--- src/design/sha256_byte_stream_hasher_macros.svh ---
// Assertion macros for the SHA-256 byte stream hasher.
`ifndef SHA256_BYTE_STREAM_HASHER_MACROS_SVH
`define SHA256_BYTE_STREAM_HASHER_MACROS_SVH
`ifndef SYNTH
// Concurrent implication check, clocked on clk with asynchronous reset.
`define SHA_ASSERT_IMP(label, ante, cons, msg) \
	label: assert property (@(posedge clk) disable iff (!arst_n) (ante) |-> (cons)) \
		else $error(msg);
// Next-cycle implication check.
`define SHA_ASSERT_NXT(label, ante, cons, msg) \
	label: assert property (@(posedge clk) disable iff (!arst_n) (ante) |=> (cons)) \
		else $error(msg);
`else
`define SHA_ASSERT_IMP(label, ante, cons, msg)
`define SHA_ASSERT_NXT(label, ante, cons, msg)
`endif
`endif

--- src/design/sha256_pkg.sv ---
// Package: SHA-256 constants and round functions.
package sha256_pkg;

	localparam logic [31:0] ROUND_K [64] = '{
		32'h428a2f98, 32'h71374491, 32'hb5c0fbcf, 32'he9b5dba5,
		32'h3956c25b, 32'h59f111f1, 32'h923f82a4, 32'hab1c5ed5,
		32'hd807aa98, 32'h12835b01, 32'h243185be, 32'h550c7dc3,
		32'h72be5d74, 32'h80deb1fe, 32'h9bdc06a7, 32'hc19bf174,
		32'he49b69c1, 32'hefbe4786, 32'h0fc19dc6, 32'h240ca1cc,
		32'h2de92c6f, 32'h4a7484aa, 32'h5cb0a9dc, 32'h76f988da,
		32'h983e5152, 32'ha831c66d, 32'hb00327c8, 32'hbf597fc7,
		32'hc6e00bf3, 32'hd5a79147, 32'h06ca6351, 32'h14292967,
		32'h27b70a85, 32'h2e1b2138, 32'h4d2c6dfc, 32'h53380d13,
		32'h650a7354, 32'h766a0abb, 32'h81c2c92e, 32'h92722c85,
		32'ha2bfe8a1, 32'ha81a664b, 32'hc24b8b70, 32'hc76c51a3,
		32'hd192e819, 32'hd6990624, 32'hf40e3585, 32'h106aa070,
		32'h19a4c116, 32'h1e376c08, 32'h2748774c, 32'h34b0bcb5,
		32'h391c0cb3, 32'h4ed8aa4a, 32'h5b9cca4f, 32'h682e6ff3,
		32'h748f82ee, 32'h78a5636f, 32'h84c87814, 32'h8cc70208,
		32'h90befffa, 32'ha4506ceb, 32'hbef9a3f7, 32'hc67178f2
	};

	localparam logic [31:0] INIT_H [8] = '{
		32'h6a09e667, 32'hbb67ae85, 32'h3c6ef372, 32'ha54ff53a,
		32'h510e527f, 32'h9b05688c, 32'h1f83d9ab, 32'h5be0cd19
	};

	localparam logic [7:0] PAD_BYTE = 8'h80;
	localparam logic [5:0] LEN_POS  = 6'd56;

	typedef logic [31:0] word_t;

	function automatic word_t ror32(input word_t x, input int n);
		return (x >> n) | (x << (32 - n));
	endfunction

	function automatic word_t sig_s0(input word_t x);
		return ror32(x, 7) ^ ror32(x, 18) ^ (x >> 3);
	endfunction

	function automatic word_t sig_s1(input word_t x);
		return ror32(x, 17) ^ ror32(x, 19) ^ (x >> 10);
	endfunction

	function automatic word_t big_s0(input word_t x);
		return ror32(x, 2) ^ ror32(x, 13) ^ ror32(x, 22);
	endfunction

	function automatic word_t big_s1(input word_t x);
		return ror32(x, 6) ^ ror32(x, 11) ^ ror32(x, 25);
	endfunction

endpackage

--- src/design/sha256_byte_stream_hasher.sv ---
// SHA-256 byte stream hasher: top level with block buffer memory and round engine.
//
//  channel | signals                                   | direction
//  --------+-------------------------------------------+----------
//  input   | in_valid, in_stall, msg_byte, byte_valid, last  | in
//  output  | out_valid, out_stall, digest_word, word_index, last_word | out
//
// An accepted byte is written into a 16 x 32-bit word memory.
// The 64th byte, and each final block, starts compression: ST_LOAD fills the
// schedule window from the memory (one read a cycle, data the cycle after),
// then ST_RND runs 64 rounds at one a cycle and ST_ADD adds the chaining value.
// A final item writes padding words before each final block, then eight digest
// transactions. Reset clears control state and the chaining value; the buffer
// memory needs no clearing. out_stall holds the current digest word.
module sha256_byte_stream_hasher
	import sha256_pkg::*;
(
	input  logic        clk,
	input  logic        arst_n,
	input  logic        in_valid,
	output logic        in_stall,
	input  logic [7:0]  msg_byte,
	input  logic        byte_valid,
	input  logic        last,
	output logic        out_valid,
	input  logic        out_stall,
	output logic [31:0] digest_word,
	output logic [2:0]  word_index,
	output logic        last_word
);
`include "sha256_byte_stream_hasher_macros.svh"

	localparam logic [3:0] ST_IDLE = 4'd0;
	localparam logic [3:0] ST_PAD  = 4'd1;  // write padding words
	localparam logic [3:0] ST_LOAD = 4'd2;  // read 16 words into window
	localparam logic [3:0] ST_RND  = 4'd3;  // 64 rounds
	localparam logic [3:0] ST_ADD  = 4'd4;  // add chaining value
	localparam logic [3:0] ST_OUT  = 4'd5;  // emit digest words

	logic [3:0]  state_q;
	logic [5:0]  fill_q;
	logic [63:0] bitlen_q;
	logic        fin_q;     // block was filled by a last byte
	logic        second_q;  // final pass needs another block after this one
	logic        lenblk_q;  // current padding block holds only zeros and length
	logic        finishing_q;
	logic [5:0]  fill_fin_q;
	logic [6:0]  cnt_q;
	word_t       h_q [8];
	word_t       v_q [8];
	word_t       w_q [16];
	logic [31:0] part_q;    // bytes of the word being gathered

	// Block buffer memory, 16 words
	word_t       mem [16];
	logic        mem_we;
	logic [3:0]  mem_wa;
	word_t       mem_wd;
	logic [3:0]  mem_ra;
	word_t       mem_rd_q;

	always_ff @(posedge clk) begin
		if (mem_we)
			mem[mem_wa] <= mem_wd;
		mem_rd_q <= mem[mem_ra];
	end

	logic acc_in, acc_out;
	assign in_stall  = (state_q != ST_IDLE);
	assign acc_in    = in_valid && !in_stall;
	assign out_valid = (state_q == ST_OUT);
	assign acc_out   = out_valid && !out_stall;

	// Byte merged into the partial word
	logic [31:0] merged;
	always_comb begin
		merged = part_q;
		case (fill_q[1:0])
			2'd0: merged = {msg_byte, 24'd0};
			2'd1: merged[23:16] = msg_byte;
			2'd2: merged[15:8] = msg_byte;
			default: merged[7:0] = msg_byte;
		endcase
	end

	// Padding word for index cnt_q[3:0] of a final block
	logic [31:0] pad_word;
	logic [5:0]  wbase;
	always_comb begin
		wbase = {cnt_q[3:0], 2'b00};
		pad_word = '0;
		if (cnt_q[3:0] == 4'd14 && !second_q)
			pad_word = bitlen_q[63:32];
		else if (cnt_q[3:0] == 4'd15 && !second_q)
			pad_word = bitlen_q[31:0];
		else if (fill_fin_q[5:2] == cnt_q[3:0] && !lenblk_q) begin
			pad_word = part_q;
			case (fill_fin_q[1:0])
				2'd0: pad_word = {PAD_BYTE, 24'd0};
				2'd1: pad_word[23:0] = {PAD_BYTE, 16'd0};
				2'd2: pad_word[15:0] = {PAD_BYTE, 8'd0};
				default: pad_word[7:0] = PAD_BYTE;
			endcase
		end
	end

	// Round logic
	word_t w_new, x_t, y_t, k_t, w_cur;
	always_comb begin
		w_new = sig_s1(w_q[14]) + w_q[9] + sig_s0(w_q[1]) + w_q[0];
		k_t   = ROUND_K[cnt_q[5:0]];
		w_cur = w_q[0];
		x_t = v_q[7] + big_s1(v_q[4]) + ((v_q[4] & v_q[5]) ^ (~v_q[4] & v_q[6]))
			+ k_t + w_cur;
		y_t = big_s0(v_q[0]) + ((v_q[0] & v_q[1]) ^ (v_q[0] & v_q[2]) ^ (v_q[1] & v_q[2]));
	end

	// Memory port control
	always_comb begin
		mem_we = 1'b0;
		mem_wa = fill_q[5:2];
		mem_wd = merged;
		mem_ra = cnt_q[3:0];
		if (state_q == ST_IDLE && acc_in && byte_valid) begin
			mem_we = 1'b1;
		end else if (state_q == ST_PAD) begin
			mem_we = (wbase >= {fill_fin_q[5:2], 2'b00}) || lenblk_q;
			mem_wa = cnt_q[3:0];
			mem_wd = pad_word;
		end
	end

	// Control and datapath
	always_ff @(posedge clk or negedge arst_n) begin
		if (!arst_n) begin
			state_q    <= ST_IDLE;
			fill_q     <= '0;
			bitlen_q   <= '0;
			fin_q      <= 1'b0;
			second_q   <= 1'b0;
			lenblk_q   <= 1'b0;
			fill_fin_q <= '0;
			cnt_q      <= '0;
			for (int i = 0; i < 8; i++)
				h_q[i] <= INIT_H[i];
		end else begin
			case (state_q)
				ST_IDLE: begin
					if (acc_in) begin
						if (byte_valid) begin
							fill_q <= fill_q + 6'd1;
							if (fill_q == 6'd63) begin
								bitlen_q <= bitlen_q + 64'd512;
								cnt_q    <= '0;
								fin_q    <= last;  // finish after the block
								second_q <= 1'b0;
								state_q  <= ST_LOAD;
							end else if (last) begin
								fill_fin_q <= fill_q + 6'd1;
								bitlen_q   <= bitlen_q + {55'd0, fill_q + 6'd1, 3'd0};
								second_q   <= (fill_q + 6'd1) >= LEN_POS;
								fin_q      <= 1'b0;
								lenblk_q   <= 1'b0;
								cnt_q      <= '0;
								state_q    <= ST_PAD;
							end
						end else if (last) begin
							fill_fin_q <= fill_q;
							bitlen_q   <= bitlen_q + {55'd0, fill_q, 3'd0};
							second_q   <= fill_q >= LEN_POS;
							fin_q      <= 1'b0;
							lenblk_q   <= 1'b0;
							cnt_q      <= '0;
							state_q    <= ST_PAD;
						end
					end
				end
				ST_PAD: begin
					cnt_q <= cnt_q + 7'd1;
					if (cnt_q[3:0] == 4'd15) begin
						cnt_q   <= '0;
						state_q <= ST_LOAD;
					end
				end
				ST_LOAD: begin
					// read issued at cnt, data arrives next cycle
					cnt_q <= cnt_q + 7'd1;
					if (cnt_q != 7'd0)
						w_q[cnt_q[3:0] - 4'd1] <= mem_rd_q;
					if (cnt_q == 7'd16) begin
						cnt_q <= '0;
						for (int i = 0; i < 8; i++)
							v_q[i] <= h_q[i];
						state_q <= ST_RND;
					end
				end
				ST_RND: begin
					v_q[7] <= v_q[6];
					v_q[6] <= v_q[5];
					v_q[5] <= v_q[4];
					v_q[4] <= v_q[3] + x_t;
					v_q[3] <= v_q[2];
					v_q[2] <= v_q[1];
					v_q[1] <= v_q[0];
					v_q[0] <= x_t + y_t;
					for (int i = 0; i < 15; i++)
						w_q[i] <= w_q[i + 1];
					w_q[15] <= w_new;
					cnt_q <= cnt_q + 7'd1;
					if (cnt_q == 7'd63)
						state_q <= ST_ADD;
				end
				ST_ADD: begin
					for (int i = 0; i < 8; i++)
						h_q[i] <= h_q[i] + v_q[i];
					cnt_q <= '0;
					if (fin_q) begin
						// block filled by a last byte: pad an empty tail
						fin_q      <= 1'b0;
						fill_fin_q <= '0;
						second_q   <= 1'b0;
						lenblk_q   <= 1'b0;
						fill_q     <= '0;
						state_q    <= ST_PAD;
					end else if (second_q) begin
						// second final block: zeros then length
						second_q   <= 1'b0;
						lenblk_q   <= 1'b1;
						fill_fin_q <= '0;
						state_q    <= ST_PAD;
					end else if (finishing_q) begin
						lenblk_q <= 1'b0;
						state_q  <= ST_OUT;
					end else begin
						state_q <= ST_IDLE;
					end
				end
				ST_OUT: begin
					if (acc_out) begin
						cnt_q <= cnt_q + 7'd1;
						if (cnt_q[2:0] == 3'd7) begin
							state_q  <= ST_IDLE;
							fill_q   <= '0;
							bitlen_q <= '0;
							cnt_q    <= '0;
							for (int i = 0; i < 8; i++)
								h_q[i] <= INIT_H[i];
						end
					end
				end
				default: state_q <= ST_IDLE;
			endcase
		end
	end

	// Marks a padding pass in flight, so ADD knows to emit the digest
	always_ff @(posedge clk or negedge arst_n) begin
		if (!arst_n)
			finishing_q <= 1'b0;
		else if (state_q == ST_PAD)
			finishing_q <= 1'b1;
		else if (state_q == ST_OUT)
			finishing_q <= 1'b0;
	end

	// Partial word register
	always_ff @(posedge clk) begin
		if (state_q == ST_IDLE && acc_in && byte_valid)
			part_q <= merged;
	end

	assign digest_word = h_q[cnt_q[2:0]];
	assign word_index  = cnt_q[2:0];
	assign last_word   = (cnt_q[2:0] == 3'd7);

	`SHA_ASSERT_IMP(a_out_only_in_out, out_valid, state_q == ST_OUT, "output outside digest phase")
	`SHA_ASSERT_IMP(a_stall_busy, state_q != ST_IDLE, in_stall, "input taken while busy")
	`SHA_ASSERT_NXT(a_last_word_ret, acc_out && last_word, state_q == ST_IDLE, "no idle after word 7")
	`SHA_ASSERT_IMP(a_round_cnt, state_q == ST_RND, cnt_q < 7'd64, "round counter overrun")

endmodule

--- config.mk ---
export PLATFORM = sky130hd
export DESIGN_NAME = sha256_byte_stream_hasher
export DESIGN_NICKNAME = d
export VERILOG_FILES = /design/src/design/sha256_pkg.sv /design/src/design/sha256_byte_stream_hasher.sv
export VERILOG_INCLUDE_DIRS = /design/src /design/src/design
export SDC_FILE = /design/constraint.sdc
export NUM_CORES = 2
export LEC_CHECK = 0
export ABC_CLOCK_PERIOD_IN_PS = 10750
export BUFFER_PORTS_ARGS = -buffer_cell sky130_fd_sc_hd__buf_2
export CAP_MARGIN = 0
export CORE_AREA = 2 2 513 515
export CTS_CLUSTER_SIZE = 25
export DETAILED_ROUTE_END_ITERATION = 16
export DIE_AREA = 0 0 515 517
export PLACE_DENSITY = 0.53
export REMOVE_ABC_BUFFERS = 1
export SYNTH_ARGS = -nofsm -noshare
export SYNTH_HDL_FRONTEND = slang
export SYNTH_SLANG_ARGS = --single-unit
--- constraint.sdc ---
create_clock -name clk -period 10.75 [get_ports clk]
set_clock_uncertainty 0.15 [all_clocks]
set_input_delay 0.5375 -clock clk [delete_from_list [all_inputs] [get_ports clk]]
set_output_delay 0.5375 -clock clk [all_outputs]
set_load 0.1 [all_outputs]
==> impl_results.rst <==
.. list-table::
   :header-rows: 1

   * - Metric
     - Value
   * - CP Class
     - register to register
   * - Number of instances in the synthesized netlist
     - 8,357
   * - Fill count
     - 24,700
   * - Number of global-route vias before repair
     - 66,000
   * - Die height
     - 517 um
   * - Synth Register Bits
     - 1,688
   * - Slew of the pin with the lowest slew margin
     - around 1.3 ns
   * - Final-stage net count
     - 8,997
   * - Clock buffers created by TritonCTS
     - roughly 190
   * - Total number of H-tree levels
     - 4
   * - Slowest cell on the critical path
     - sky130_fd_sc_hd__o311ai_0
   * - Remaining DRCs
     - 0
   * - Clock slew at reported path FFs
     - 0.07 ns
   * - Max-slew violation count
     - 0
   * - Worst hold path class
     - primary input to register
   * - Syn avg cell area
     - 11.5 um^2
   * - Hold-critical path depth
     - 5
   * - Final count of negative-setup-slack endpoints
     - 0
   * - Maximum Capacitance Violations
     - 0
   * - Layout cells sized above 1
     - 0.126
   * - Post-route insts no fill
     - 12,000
   * - Outcome
     - finished clean
   * - Ys async rst share
     - 0.204
   * - Ys flop type
     - sky130_fd_sc_hd__edfxtp_1
   * - First-pass GRT wire length
     - roughly 470 mm
   * - Routability congestion estimate
     - 0.941
   * - Total routing usage reported by global routing
     - 0.239
   * - Post-detailed-routing wire length
     - 322 mm
   * - Number of violations reported at the end of detailed-routing iteration 0
     - 6,820
   * - Unique cell type count in the Yosys netlist
     - around 110
   * - Cell area after technology mapping
     - approximately 0.096 mm^2
   * - Routed length per placed instance
     - between 20 and 30 um
   * - Maximum fanout along the worst path
     - 10
   * - PortBufs
     - 51
   * - Area growth syn-to-layout
     - 11.9%
   * - CTS tree
     - built
   * - Fraction of post-synthesis cell area in the top cell type by area
     - 0.410
   * - Element type at the critical path end
     - register
   * - Total core area
     - approximately 0.26 mm^2
   * - Placed insts
     - 11,600
   * - Arrival @ worst endpoint
     - 10.45 ns
   * - Top cells by instance count after synthesis
     - sky130_fd_sc_hd__edfxtp_1 (1,312), sky130_fd_sc_hd__nand2_1 (1,204), sky130_fd_sc_hd__a21o_1 (645)
   * - Shortest clock period the worst path allows after layout
     - 10.02 ns
   * - Largest area contributor in the netlist
     - sky130_fd_sc_hd__edfxtp_1
   * - Sum Neg Setup Slack
     - 0 ns
   * - Power density relative to cell area
     - 193 mW/mm^2
   * - Floorplan die area
     - 0.266 mm^2
   * - Total iterations of the first detailed-routing run
     - 6
   * - Number of failing hold endpoints at the final stage
     - 0
   * - Post-detail-place hpwl
     - 222 mm
   * - RSZ-0062 raised after global routing
     - no
   * - Number of nets with antenna violations after detailed routing
     - 0
   * - Placement Rows
     - 188
   * - Number of vias after detailed routing
     - 68,100
   * - Fmax
     - ~100 MHz
   * - VDD IR-drop max
     - approximately 190 uV
   * - Maximum number of buffers from clock root to sink
     - 3
   * - Slew headroom
     - 0.0980
   * - Top cells by area, synth
     - sky130_fd_sc_hd__edfxtp_1 (41%), sky130_fd_sc_hd__ha_1 (5.5%), sky130_fd_sc_hd__dfrtp_1 (5.4%)
   * - Global route total overflow
     - 0
   * - Clock latency of the later-clocked register in the worst-skew pair
     - 0.89 ns
   * - Most frequent cell after synthesis
     - sky130_fd_sc_hd__edfxtp_1
   * - Initial standard-cell utilization of the core
     - 0.368
   * - Vias per cell
     - 5.69
   * - Most used cell along the critical path
     - sky130_fd_sc_hd__buf_4
   * - Yosys warns
     - 0
   * - Die width
     - about 500 um
   * - Leakage power
     - roughly 42 nW
   * - Register area share after synthesis
     - 0.508
   * - Maximum number of pins on one net before global-route repair
     - 218
   * - Final cycle utilization of the critical path
     - 0.932
   * - Startpoint types
     - register
   * - Logic depth of the worst register-to-register path
     - 38
   * - Count of boundary I/O pins
     - 52
   * - Highest cell delay on the worst timing path
     - 0.62 ns
   * - Root buf cell
     - sky130_fd_sc_hd__clkbuf_16
   * - Post-synth EDFFs
     - 1,312
   * - Post-route cell area
     - 0.108 mm^2
   * - Final core utilization
     - 0.412
   * - Number of antenna violations at the first check in global routing
     - 12
   * - Data required time at the worst endpoint
     - 11.18 ns
   * - Clock sink count
     - 1,688
   * - Total cell area at the placement stage
     - 0.101 mm^2
[cell families after synthesis]
family,count (synthesis),synth area share
and+or+nand+nor,2208,0.0999
AOI/OAI and AO/OA,2196,0.149
DFF,1688,0.508
buffers and inverters,717,0.0283
adders and majority gates,648,0.0990
xor gates and xnor gates,623,0.0568
muxes,276,0.0586
other,1,0.0000390
[flip-flops by register name, summed over array words and instances, names as in the netlist]
name,cells
mem,512
w_q,512
h_q,256
v_q,256
bitlen_q,61
mem_rd_q,32
part_q,32
cnt_q,7
fill_fin_q,6
fill_q,6
state_q,4
fin_q,1
finishing_q,1
lenblk_q,1
second_q,1
[what timing repair did]
item / in CTS / in global routing
setup endpoints to repair: 0 / 1
buffers inserted: 0 / 0
gates resized for setup: 0 / 1
hold buffers: 13 / 0
endpoints found under the hold margin: 95 / 0
[cells in the final DEF, fill, tap and decap left out, types with 25 or more instances in the layout]
cell	synthesis	routed
sky130_fd_sc_hd__edfxtp_1	1312	1312
sky130_fd_sc_hd__nand2_1	1204	1202
sky130_fd_sc_hd__a21o_1	645	645
sky130_fd_sc_hd__o21ai_0	499	477
sky130_fd_sc_hd__a21oi_1	475	474
sky130_fd_sc_hd__nor2_1	446	427
sky130_fd_sc_hd__ha_1	420	420
sky130_fd_sc_hd__xnor2_1	416	416
sky130_fd_sc_hd__buf_4	4	230
sky130_fd_sc_hd__inv_1	226	225
sky130_fd_sc_hd__mux4_2	225	225
sky130_fd_sc_hd__xor2_1	207	207
sky130_fd_sc_hd__dfrtp_1	208	202
sky130_fd_sc_hd__fa_1	197	197
sky130_fd_sc_hd__clkbuf_16	0	191
sky130_fd_sc_hd__dfstp_2	136	136
sky130_fd_sc_hd__nand3_1	105	104
sky130_fd_sc_hd__nand2b_1	81	81
sky130_fd_sc_hd__a31oi_1	78	77
sky130_fd_sc_hd__nor3_1	74	73
sky130_fd_sc_hd__o21a_1	69	69
sky130_fd_sc_hd__nor2b_1	65	64
sky130_fd_sc_hd__clkbuf_1	435	55
sky130_fd_sc_hd__a211oi_1	52	52
sky130_fd_sc_hd__buf_2	3	50
sky130_fd_sc_hd__and2_1	50	49
sky130_fd_sc_hd__o31ai_1	49	49
sky130_fd_sc_hd__and3_1	47	46
sky130_fd_sc_hd__or3_1	40	40
sky130_fd_sc_hd__o21bai_1	40	40
sky130_fd_sc_hd__mux2_2	38	38
sky130_fd_sc_hd__o211ai_1	33	33
sky130_fd_sc_hd__dfxtp_1	32	32
sky130_fd_sc_hd__maj3_1	31	31
sky130_fd_sc_hd__clkinv_2	0	25
[final timing paths]
path / endpoint / from / slack (ns)
worst max-delay path: v_q[0][31]$_DFFE_PP_ / cnt_q[0]$_DFFE_PN0P_ / 0.73
worst min-delay path: fin_q$_DFFE_PN0P_ / last / 0.09
worst max register to register: v_q[0][31]$_DFFE_PP_ / cnt_q[0]$_DFFE_PN0P_ / 0.73
worst min register to register: fill_fin_q[5]$_DFFE_PN0P_ / fill_fin_q[5]$_DFFE_PN0P_ / 0.33
max in group asynchronous: h_q[232]$_DFFE_PN0P_ / arst_n / 7.70
min in group asynchronous: finishing_q$_DFFE_PN0P_ / arst_n / 0.58
[final cells by class]
type	instances	area, um^2	area share
diodes	4	10.0	0.0000931
clock buffers	261	5190	0.0483
clock inverters	91	1080	0.0101
inverters	230	866	0.00805
multi-input cells	5952	44900	0.418
flip-flops and latches	1688	48800	0.454
well taps	3420	4280	0.0398
repair buffers	305	2330	0.0217
[metrics by stage]
step | total power [mW] | setup slack, ns | hold slack, ns
floorplan | 12.3 | -9.34 | 0.0919
global placement | 14.1 | 0.829 | 0.301
detailed placement | 14.2 | 0.863 | 0.307
CTS | 20.9 | 0.834 | 0.0150
global route | 21.8 | 0.101 | 0.0991
finish | 20.8 | 0.733 | 0.0917
[routing by layer]
layer / track usage / routed length (um) / vias to the layer above
met5: 0 / 27 / -
met1: 0.362 / 153000 / 35000
li1: - / - / 30500
met3: 0.0357 / 20800 / 342
met2: 0.359 / 142000 / 2225
met4: 0.0508 / 6180 / 4
[report_power, final]
group          total (mW)  switching (mW)  internal, mW
registers            7.81           0.163          7.65
logic                6.36            3.70          2.65
clock network        6.60            2.87          3.73
[critical path: cells and delay by family, from the launching register on]
family          cells  cell delay [ns]
simple gates        5             0.90
buf+inv             9             1.54
flops               1             0.48
xor+xnor            2             0.37
fa+ha+maj           7             3.22
compound gates     15             3.08
Note: power is estimated with default switching activity, not from simulation.
